$ cat config.mk
export PLATFORM = sky130hd
export DESIGN_NAME = quoted_word_line_tokenizer
export DESIGN_NICKNAME = d
export VERILOG_FILES = /design/src/qwlt_pkg.sv /design/src/quoted_word_line_tokenizer.sv
export SDC_FILE = /design/constraint.sdc
export NUM_CORES = 1
export LEC_CHECK = 0
export BUFFER_PORTS_ARGS = -buffer_cell sky130_fd_sc_hd__buf_2
export CAP_MARGIN = 20
export CORE_ASPECT_RATIO = 0.8
export CORE_UTILIZATION = 55
export CTS_BUF_LIST = sky130_fd_sc_hd__clkbuf_4
export CTS_CLUSTER_DIAMETER = 100
export DETAILED_ROUTE_END_ITERATION = 16
export PLACE_DENSITY = 0.84
export SLEW_MARGIN = 0
export SYNTH_ARGS = -nofsm -noshare
export SYNTH_HDL_FRONTEND = slang
export SYNTH_SLANG_ARGS = --single-unit
$ cat constraint.sdc
create_clock -name clk -period 2.4 [get_ports clk]
set_clock_uncertainty 0.05 [all_clocks]
set_input_delay 0.12 -clock clk [delete_from_list [all_inputs] [get_ports clk]]
set_output_delay 0.12 -clock clk [all_outputs]
set_load 0.005 [all_outputs]
$ cat src/qwlt_pkg.sv
// Shared constants and helpers for the quoted word and line tokenizer.
// No dependencies.
package qwlt_pkg;

  localparam logic [7:0] CH_NL = 8'h0A;
  localparam logic [7:0] CH_SQ = 8'h27;
  localparam logic [7:0] CH_DQ = 8'h22;
  localparam logic [7:0] CH_BS = 8'h5C;

  localparam logic [1:0] QM_NONE   = 2'd0;
  localparam logic [1:0] QM_SINGLE = 2'd1;
  localparam logic [1:0] QM_DOUBLE = 2'd2;

  localparam int TUSER_CHAR_VALID = 0;
  localparam int TUSER_WORD_DONE  = 1;

  typedef struct packed {
    logic       char_valid;
    logic [7:0] out_char;
    logic       word_done;
    logic       line_done;
  } qwlt_result_t;

  function automatic logic is_blank(input logic [7:0] b);
    is_blank = (b == 8'h20) || (b == 8'h09) || (b == 8'h0B) ||
               (b == 8'h0C) || (b == 8'h0D);
  endfunction

endpackage

$ cat src/quoted_word_line_tokenizer.sv
// Shell-style tokenizer: splits a byte stream into words and lines.
// Depends on qwlt_pkg.
// The result of an input transfer is captured in the output register when the byte is accepted.
// Throughput: one byte per cycle; a byte is taken whenever the output register
// is empty or is being drained in the same cycle.
// Bytes that give no result update the state only and leave no output transfer.
// Synchronous active-high reset clears the escape, quote and open-word state
// and empties the output register.
module quoted_word_line_tokenizer
  import qwlt_pkg::*;
(
  input  logic       clk,
  input  logic       rst,
  input  logic       s_axis_tvalid,
  output logic       s_axis_tready,
  input  logic [7:0] s_axis_tdata,   // [7:0] in_byte
  output logic       m_axis_tvalid,
  input  logic       m_axis_tready,
  output logic [7:0] m_axis_tdata,   // [7:0] out_char
  output logic [1:0] m_axis_tuser,   // [0] char_valid, [1] word_done
  output logic       m_axis_tlast    // line_done
);

  logic         escape_pending;
  logic         escape_pending_next;
  logic [1:0]   quote_mode;
  logic [1:0]   quote_mode_next;
  logic         word_open;
  logic         word_open_next;
  logic         has_result;
  qwlt_result_t res;
  qwlt_result_t result;
  logic         result_valid;
  logic         accept;

  assign s_axis_tready = !result_valid || m_axis_tready;
  assign accept        = s_axis_tvalid && s_axis_tready;

  always_comb begin
    escape_pending_next = escape_pending;
    quote_mode_next     = quote_mode;
    word_open_next      = word_open;
    has_result          = 1'b0;
    res                 = '0;
    if (escape_pending) begin
      escape_pending_next = 1'b0;
      word_open_next      = 1'b1;
      has_result          = 1'b1;
      res.char_valid      = 1'b1;
      res.out_char        = s_axis_tdata;
    end else if (quote_mode == QM_SINGLE) begin
      if (s_axis_tdata == CH_SQ) begin
        quote_mode_next = QM_NONE;
      end else begin
        word_open_next = 1'b1;
        has_result     = 1'b1;
        res.char_valid = 1'b1;
        res.out_char   = s_axis_tdata;
      end
    end else if (quote_mode == QM_DOUBLE) begin
      if (s_axis_tdata == CH_DQ) begin
        quote_mode_next = QM_NONE;
      end else if (s_axis_tdata == CH_BS) begin
        escape_pending_next = 1'b1;
      end else begin
        word_open_next = 1'b1;
        has_result     = 1'b1;
        res.char_valid = 1'b1;
        res.out_char   = s_axis_tdata;
      end
    end else if (s_axis_tdata == CH_NL) begin
      word_open_next  = 1'b0;
      quote_mode_next = QM_NONE;
      has_result      = 1'b1;
      res.word_done   = word_open;
      res.line_done   = 1'b1;
    end else if (s_axis_tdata == CH_SQ) begin
      quote_mode_next = QM_SINGLE;
    end else if (s_axis_tdata == CH_DQ) begin
      quote_mode_next = QM_DOUBLE;
    end else if (s_axis_tdata == CH_BS) begin
      escape_pending_next = 1'b1;
    end else if (is_blank(s_axis_tdata)) begin
      if (word_open) begin
        word_open_next = 1'b0;
        has_result     = 1'b1;
        res.word_done  = 1'b1;
      end
    end else begin
      word_open_next = 1'b1;
      has_result     = 1'b1;
      res.char_valid = 1'b1;
      res.out_char   = s_axis_tdata;
    end
  end

  always_ff @(posedge clk) begin
    if (rst) begin
      escape_pending <= 1'b0;
      quote_mode     <= QM_NONE;
      word_open      <= 1'b0;
      result_valid   <= 1'b0;
    end else begin
      if (accept) begin
        escape_pending <= escape_pending_next;
        quote_mode     <= quote_mode_next;
        word_open      <= word_open_next;
        result_valid   <= has_result;
      end else if (m_axis_tready) begin
        result_valid <= 1'b0;
      end
    end
  end

  always_ff @(posedge clk) begin
    if (accept && has_result) begin
      result <= res;
    end
  end

  assign m_axis_tvalid                  = result_valid;
  assign m_axis_tdata                   = result.out_char;
  assign m_axis_tuser[TUSER_CHAR_VALID] = result.char_valid;
  assign m_axis_tuser[TUSER_WORD_DONE]  = result.word_done;
  assign m_axis_tlast                   = result.line_done;

`ifndef SYNTHESIS
  a_line_has_no_char: assert property (@(posedge clk) disable iff (rst)
    m_axis_tvalid && m_axis_tlast |-> !m_axis_tuser[TUSER_CHAR_VALID])
    else $error("line end carries an appended byte");

  a_char_not_word_end: assert property (@(posedge clk) disable iff (rst)
    m_axis_tvalid |-> !(m_axis_tuser[TUSER_CHAR_VALID] && m_axis_tuser[TUSER_WORD_DONE]))
    else $error("appended byte and word end in one transfer");

  a_no_char_zero: assert property (@(posedge clk) disable iff (rst)
    m_axis_tvalid && !m_axis_tuser[TUSER_CHAR_VALID] |-> m_axis_tdata == 8'h00)
    else $error("out_char not zero without an appended byte");

  a_newline_closes: assert property (@(posedge clk) disable iff (rst)
    accept && !escape_pending && quote_mode == QM_NONE && s_axis_tdata == CH_NL
    |=> !word_open && m_axis_tvalid && m_axis_tlast)
    else $error("unquoted newline did not close the line");

  a_no_escape_in_single: assert property (@(posedge clk) disable iff (rst)
    !(escape_pending && quote_mode == QM_SINGLE))
    else $error("escape pending inside single quotes");
`endif

endmodule

# Yosys cells after proc, flatten, opt, wreduce, memory -nomap -nowiden
# Index checks and enable logic that the tools add are counted.
# W data, S select, Z words.
# totals
ff_bits	16
out_inout_bits	13
word_cells	94
# classes
n_eq_ne	19
muxes	53
bitwise_logic	1
reduce_logical	13
# ops
operator	count
$mux W9	7
$eq A8 B4 Y1 const B	5
$mux W1	35
$mux W10	3
$eq A8 B6 Y1 const B	3
$mux W2	7
$ne A4 B4 Y1 const B	3
$eq A8 B7 Y1 const B	1
$mux W8	1
$reduce_and A7 Y1	1
$logic_or A1 B1 Y1	5
$ne A5 B3 Y1 const B	1
$reduce_and A5 Y1	1
$ne A4 B3 Y1 const B	1
$ne A3 B2 Y1 const B	1
$ne A3 B3 Y1 const B	1
$reduce_bool A3 Y1	1
$reduce_or A3 Y1	1
$eq A2 B1 Y1 const B	1
$eq A2 B2 Y1 const B	1
$logic_and A1 B1 Y1	2
$ne A2 B1 Y1 const B	1
$reduce_bool A2 Y1	1
$logic_not A1 Y1	1
$not A1 Y1	1

# Depth between registers and ports, before layout
# depth
depth_word	14
depth_mapped	7

# Worst setup path after synthesis
# Ideal clock, no wire load.
# synth_path
kind	register to register
start	register quote_mode[0]
end	register result, in the netlist m_axis_tdata[0], enable pin
setup_time_ns	0.378
t_arrival_ns	1.637
required_time_ns	1.972
slack_ns	0.334
path_stages_with_launch	7
path_buffers	1
synth_period_minus_slack_ns	2.066
path_cell_list	dfxtp_1 > clkbuf_1 > nor2b_1 > nor2_1 > a31oi_1 > a221oi_1 > nor2_1
# synth_via
elab_chain_len	5
word_cells_on_any_way	6
cone_classes	2 x eq/ne; 3 x mux; 1 x reduce/logical
# synth_rtl
item	line_no	text
from (decl)	quoted_word_line_tokenizer.sv:26	logic [1:0] quote_mode;
from (signal assigned)	quoted_word_line_tokenizer.sv:106	quote_mode <= quote_mode_next;
$eq A2 B2 Y1	quoted_word_line_tokenizer.sv:60	end else if (quote_mode == QM_DOUBLE) begin
$mux W1	quoted_word_line_tokenizer.sv:60	
$mux W1 *	quoted_word_line_tokenizer.sv:51	end else if (quote_mode == QM_SINGLE) begin
$mux W1 *	quoted_word_line_tokenizer.sv:45	if (escape_pending) begin
$logic_and A1 B1 Y1 *	quoted_word_line_tokenizer.sv:116	if (accept && has_result) begin
to (signal assigned)	quoted_word_line_tokenizer.sv:117	result <= res;
to (decl)	quoted_word_line_tokenizer.sv:32	qwlt_result_t result;
# Mark *: on every way between the ends. The rest lies on a longest branch, timed or not.
# A chain may end at the register's enable or synchronous reset.

# Worst setup path after layout
# layout_path
start	input s_axis_tdata[7]
end	register result, in the netlist m_axis_tdata[3], enable pin
# layout_via
elab_chain_len	14
word_cells_on_any_way	25
cone_classes	9 x eq/ne; 11 x mux; 5 x reduce/logical
# layout_rtl
item	line_no	text
from (decl)	quoted_word_line_tokenizer.sv:16	input logic [7:0] s_axis_tdata,
$eq A8 B6 Y1 or $eq A8 B4 Y1 (tied branches)	qwlt_pkg.sv:25	is_blank = (b == 8'h20) || (b == 8'h09) || (b == 8'h0B) ||
$logic_or A1 B1 Y1 (3 in a row)	qwlt_pkg.sv:25	
$logic_or A1 B1 Y1	qwlt_pkg.sv:26	(b == 8'h0C) || (b == 8'h0D);
$mux W1	quoted_word_line_tokenizer.sv:83	end else if (is_blank(s_axis_tdata)) begin
$mux W1	quoted_word_line_tokenizer.sv:81	end else if (s_axis_tdata == CH_BS) begin
$mux W1	quoted_word_line_tokenizer.sv:79	end else if (s_axis_tdata == CH_DQ) begin
$mux W1	quoted_word_line_tokenizer.sv:77	end else if (s_axis_tdata == CH_SQ) begin
$mux W1	quoted_word_line_tokenizer.sv:71	end else if (s_axis_tdata == CH_NL) begin
$mux W1	quoted_word_line_tokenizer.sv:60	
$mux W1 *	quoted_word_line_tokenizer.sv:51	
$mux W1 *	quoted_word_line_tokenizer.sv:45	
$logic_and A1 B1 Y1 *	quoted_word_line_tokenizer.sv:116	
# Marked as above.

==> metrics.md <==
| Metric | Value |
|---|---|
| Outcome | `finished clean` |
| Combinational family with the most area after synthesis | `simple AND/OR/NAND/NOR gates` |
| Post-synthesis mux area share | `less than 1%` |
| Final Cell Area | `1270 um2` |
| Cell area after synthesis | `1080 um2` |
| Launching point of the worst reg2reg path | `quote_mode[0]$_SDFFE_PP0P_` |
| Final hold violation count | `0` |
| Root buffer selected by CTS | `sky130_fd_sc_hd__clkbuf_4` |
| Post-synthesis average cell area | `9.21 um2` |
| Asr flop ratio synth | `0%` |
| Placed cells | `158` |
| GRT Overall Usage | `26.4%` |
| Hold endpoint | `m_axis_tvalid$_SDFFE_PP0P_` |
| Layout overhead on the synthesized area | `17.7%` |
| Crit-path leading delay family | `buffers and inverters` |
| Power Density | `about 440 nW/um2` |
| Crit. End Element | `flop` |
| RSZ-0062 raised after global routing | `no` |
| Clock buffer depth | `2` |
| Number of DRC violations after detailed routing | `0` |
| Port buffer count | `24` |
| Number of nets in the layout | `roughly 160` |
| Insertion delay to the later sink of the worst-skew pair | `0.30 ns` |
| Aggregate global routing overflow | `0` |
| Mean routed wirelength per cell | `between 15 and 20 um` |
| R2R cell count | `5` |
| Site Rows | `13` |
| Count of warnings emitted by yosys | `0` |
| Number of standard cells in the layout, taps in and fillers out | `~170` |
| Starting density of the core | `62.5%` |
| Adder-Cell Fraction of Synth Area | `0%` |
| Simple-gate share of the synthesized area | `between 30% and 40%` |
| Final-report setup violation count | `0` |
| Number of library cell types mapped by synthesis | `45` |
| Reg2reg end | `m_axis_tdata[3]$_DFFE_PP_` |
| Number of CTS-inserted buffers | `3` |
| Critical-path cell with the highest stage delay | `sky130_fd_sc_hd__dlygate4sd3_1` |
| Post-synthesis share of cell area spent on xor and xnor gates | `0%` |
| Number of sinks on the clock net | `16` |
| Relative max-transition margin | `between 60% and 70%` |
| Standby leakage power | `0.480 nW` |
| DRT iter0 DRCs | `a little under 70` |
| Cell count after synthesis | `117` |
| Time the final worst path needs with I/O delays and setup | `2.14 ns` |
| Antenna violations before repair | `0` |
| CTS tree | `done` |
| Detail Placement HPWL | `1.89 mm` |
| Arr. time, crit path | `~2.1 ns` |
| Vias post-DR | `roughly 1100` |
| Cell breakdown of the critical path | `dlygate4sd3_1 > buf_2 > nor3_4 > nand4_1 > o21ai_1 > a221oi_1 > nor2_1 > buf_4` |
| Top-level I/O count | `25` |
| Placer congestion estimate | `0.884` |
| Highest Clock Rate | `approximately 470 MHz` |
| Synth Flop Type | `sky130_fd_sc_hd__edfxtp_1` |
| Via density per instance | `approximately 6.6` |
| Buf+Inv Stages, Crit Path | `3` |
| Count of flip-flops with a built-in enable after synthesis | `11` |
| Post-Synthesis Net Count | `129` |
| Critical path start-end classification | `in -> reg` |
| Start point of the worst min-delay path | `s_axis_tvalid` |
| Chip Height | `41.6 um` |
| Vias in the first global route | `883` |
| Max-cap viol count | `0` |
| Largest stage delay on the critical path | `0.52 ns` |
| Worst supply voltage drop on vdd | `0.466 mV` |
| Portion of the post-synthesis area used by sequential elements | `40.0%` |
| Complex-gate fraction of the synthesized area | `23.8%` |
| Nature of the critical path startpoint | `input pin` |
| Router iterations before antenna repair | `4` |
| Number of pins exceeding their max-slew limit in the final report | `0` |
| Detailed Route WL | `2.62 mm` |
| Reg-to-reg slack, setup | `between 0.3 and 0.4 ns` |
| Fin crit share | `89.3%` |
| Core ar. | `1720 um2` |
| Maximum net fanout on the critical path | `11` |
| Fraction of final layout cells with drive strength greater than 1 | `26.4%` |
| Number of nets with antenna violations after routing | `0` |
| Number of synthesized register bits | `16` |
| Number of cells on the worst hold path | `3` |
| Sum Neg Setup Slack | `0 ns` |
| Die outline area | `2140 um2` |
| Overall die width | `roughly 50 um` |
| Critical path data required time | `2.35 ns` |
| Min-delay worst type | `in -> reg` |
| Placement-stage cell area | `1210 um2` |
| Wire length of the first global-routing pass | `about 4.1 mm` |
| Antenna diode count | `0` |
| CTS HTree Levels | `1` |
| Transition time of the tightest slew-check pin | `~0.53 ns` |
| Maximum number of pins on one net before global-route repair | `16` |
| Clock-pin slew on the worst setup and hold paths | `0.10 ns` |
==> cell usage in the layout, fill, tap and decap left out, types with 4 or more instances in the layout <==
cell type,instances
sky130_fd_sc_hd__nand2b_1,4
sky130_fd_sc_hd__edfxtp_1,11
sky130_fd_sc_hd__buf_4,4
sky130_fd_sc_hd__nand3_1,7
sky130_fd_sc_hd__buf_2,24
sky130_fd_sc_hd__nor2b_1,4
sky130_fd_sc_hd__nor2_1,9
sky130_fd_sc_hd__nor3_1,4
sky130_fd_sc_hd__dfxtp_1,5
sky130_fd_sc_hd__a21oi_1,5
sky130_fd_sc_hd__nand2_1,11
==> per-stage QoR <==
step                      worst slack, ns  utilization [%]  hold WS [ns]  power (mW)
after floorplan                     0.334                -         0.142       0.372
after global placement              0.462             70.0         0.283       0.407
after detailed placement            0.372             70.0         0.288       0.411
after CTS                           0.161             72.6        0.0932       0.564
after global routing                0.125             73.5         0.115       0.588
final                               0.256             73.5         0.102       0.560
==> state kept, by name (all words and copies together), names as in the netlist <==
name and count:
m_axis_tlast 1, m_axis_tuser 2, escape_pending 1, quote_mode 2
m_axis_tdata 8, m_axis_tvalid 1, word_open 1
==> tightest hold or removal path, cell delays in order <==
cell and delay (ns):
sky130_fd_sc_hd__buf_2 0.11, sky130_fd_sc_hd__o311ai_0 0.09, sky130_fd_sc_hd__o22ai_1 0.09
==> cell type report <==
class	count	area, um2
Clock buffer	3	22.5
Clock inverter	1	3.75
Fill cell	124	457
Inverter	2	7.51
Multi-Input combinational cell	92	606
Sequential cell	16	430
Tap cell	22	27.5
Timing Repair Buffer	30	170
==> metal layers <==
layer	vias up	global-route usage (%)	routed length, um	share of wire, %
met2	80	36.9	1210	46
met5	-	0	0	0
met4	0	8.11	22	0.84
met3	6	8.79	285	11
met1	501	38.2	1100	42
li1	512	-	-	-
==> cells by family after synthesis <==
family	Yosys count
AND/OR/NAND/NOR	57
AO/OA/AOI/OAI	34
flip-flops	16
buffers and inverters	9
multiplexers	1
==> repair_timing <==
action | 4_1_cts | 5_1_grt
buffers inserted | 0 | 2
hold buffers | 2 | 0
resized for setup | 0 | 0
setup endpoints to repair | 0 | 11
endpoints found under the hold margin | 2 | 0
==> Yosys cell counts (all sizes together) (2+ instances only) <==
library cell / n / area share, %
inv: 2 / 0.70
nor4: 2 / 1.7
dfxtp: 5 / 9.3
nor3: 5 / 3.4
clkbuf: 6 / 2.1
edfxtp: 11 / 31
a21boi: 2 / 1.4
o31a: 3 / 2.4
nor2: 9 / 3.1
nor2b: 4 / 2.3
o32ai: 2 / 1.6
or4b: 2 / 1.9
nand2b: 4 / 2.3
and3: 4 / 2.8
nand2: 11 / 3.8
o21ai: 5 / 2.3
o2111ai: 2 / 1.6
a21oi: 5 / 2.3
o211ai: 2 / 1.4
a221oi: 2 / 2.2
nand3: 8 / 4.2
a22oi: 2 / 1.4
and2: 3 / 1.7
==> worst max-delay path by stage <==
| stage | slack [ns] | cells past startpoint | to | startpoint |
|---|---|---|---|---|
| 6_report | 0.26 | 8 | m_axis_tdata[3]$_DFFE_PP_ | s_axis_tdata[7] |
| 5_1_grt | 0.12 | 8 | m_axis_tdata[0]$_DFFE_PP_ | s_axis_tdata[7] |
| 4_1_cts | 0.16 | 8 | m_axis_tdata[2]$_DFFE_PP_ | s_axis_tdata[7] |
| 3_5_place_dp | 0.37 | 7 | m_axis_tdata[1]$_DFFE_PP_ | s_axis_tdata[4] |
| 3_3_place_gp | 0.46 | 7 | m_axis_tdata[0]$_DFFE_PP_ | s_axis_tdata[4] |
| 2_1_floorplan | 0.33 | 6 | m_axis_tdata[0]$_DFFE_PP_ | quote_mode[0]$_SDFFE_PP0P_ |
==> power breakdown <==
group	internal, mW	switching, mW
combinational	0.0400	0.0529
sequential	0.311	0.00499
clock	0.0607	0.0907
total	0.412	0.149
No activity file was read; power rests on OpenSTA's default activity.
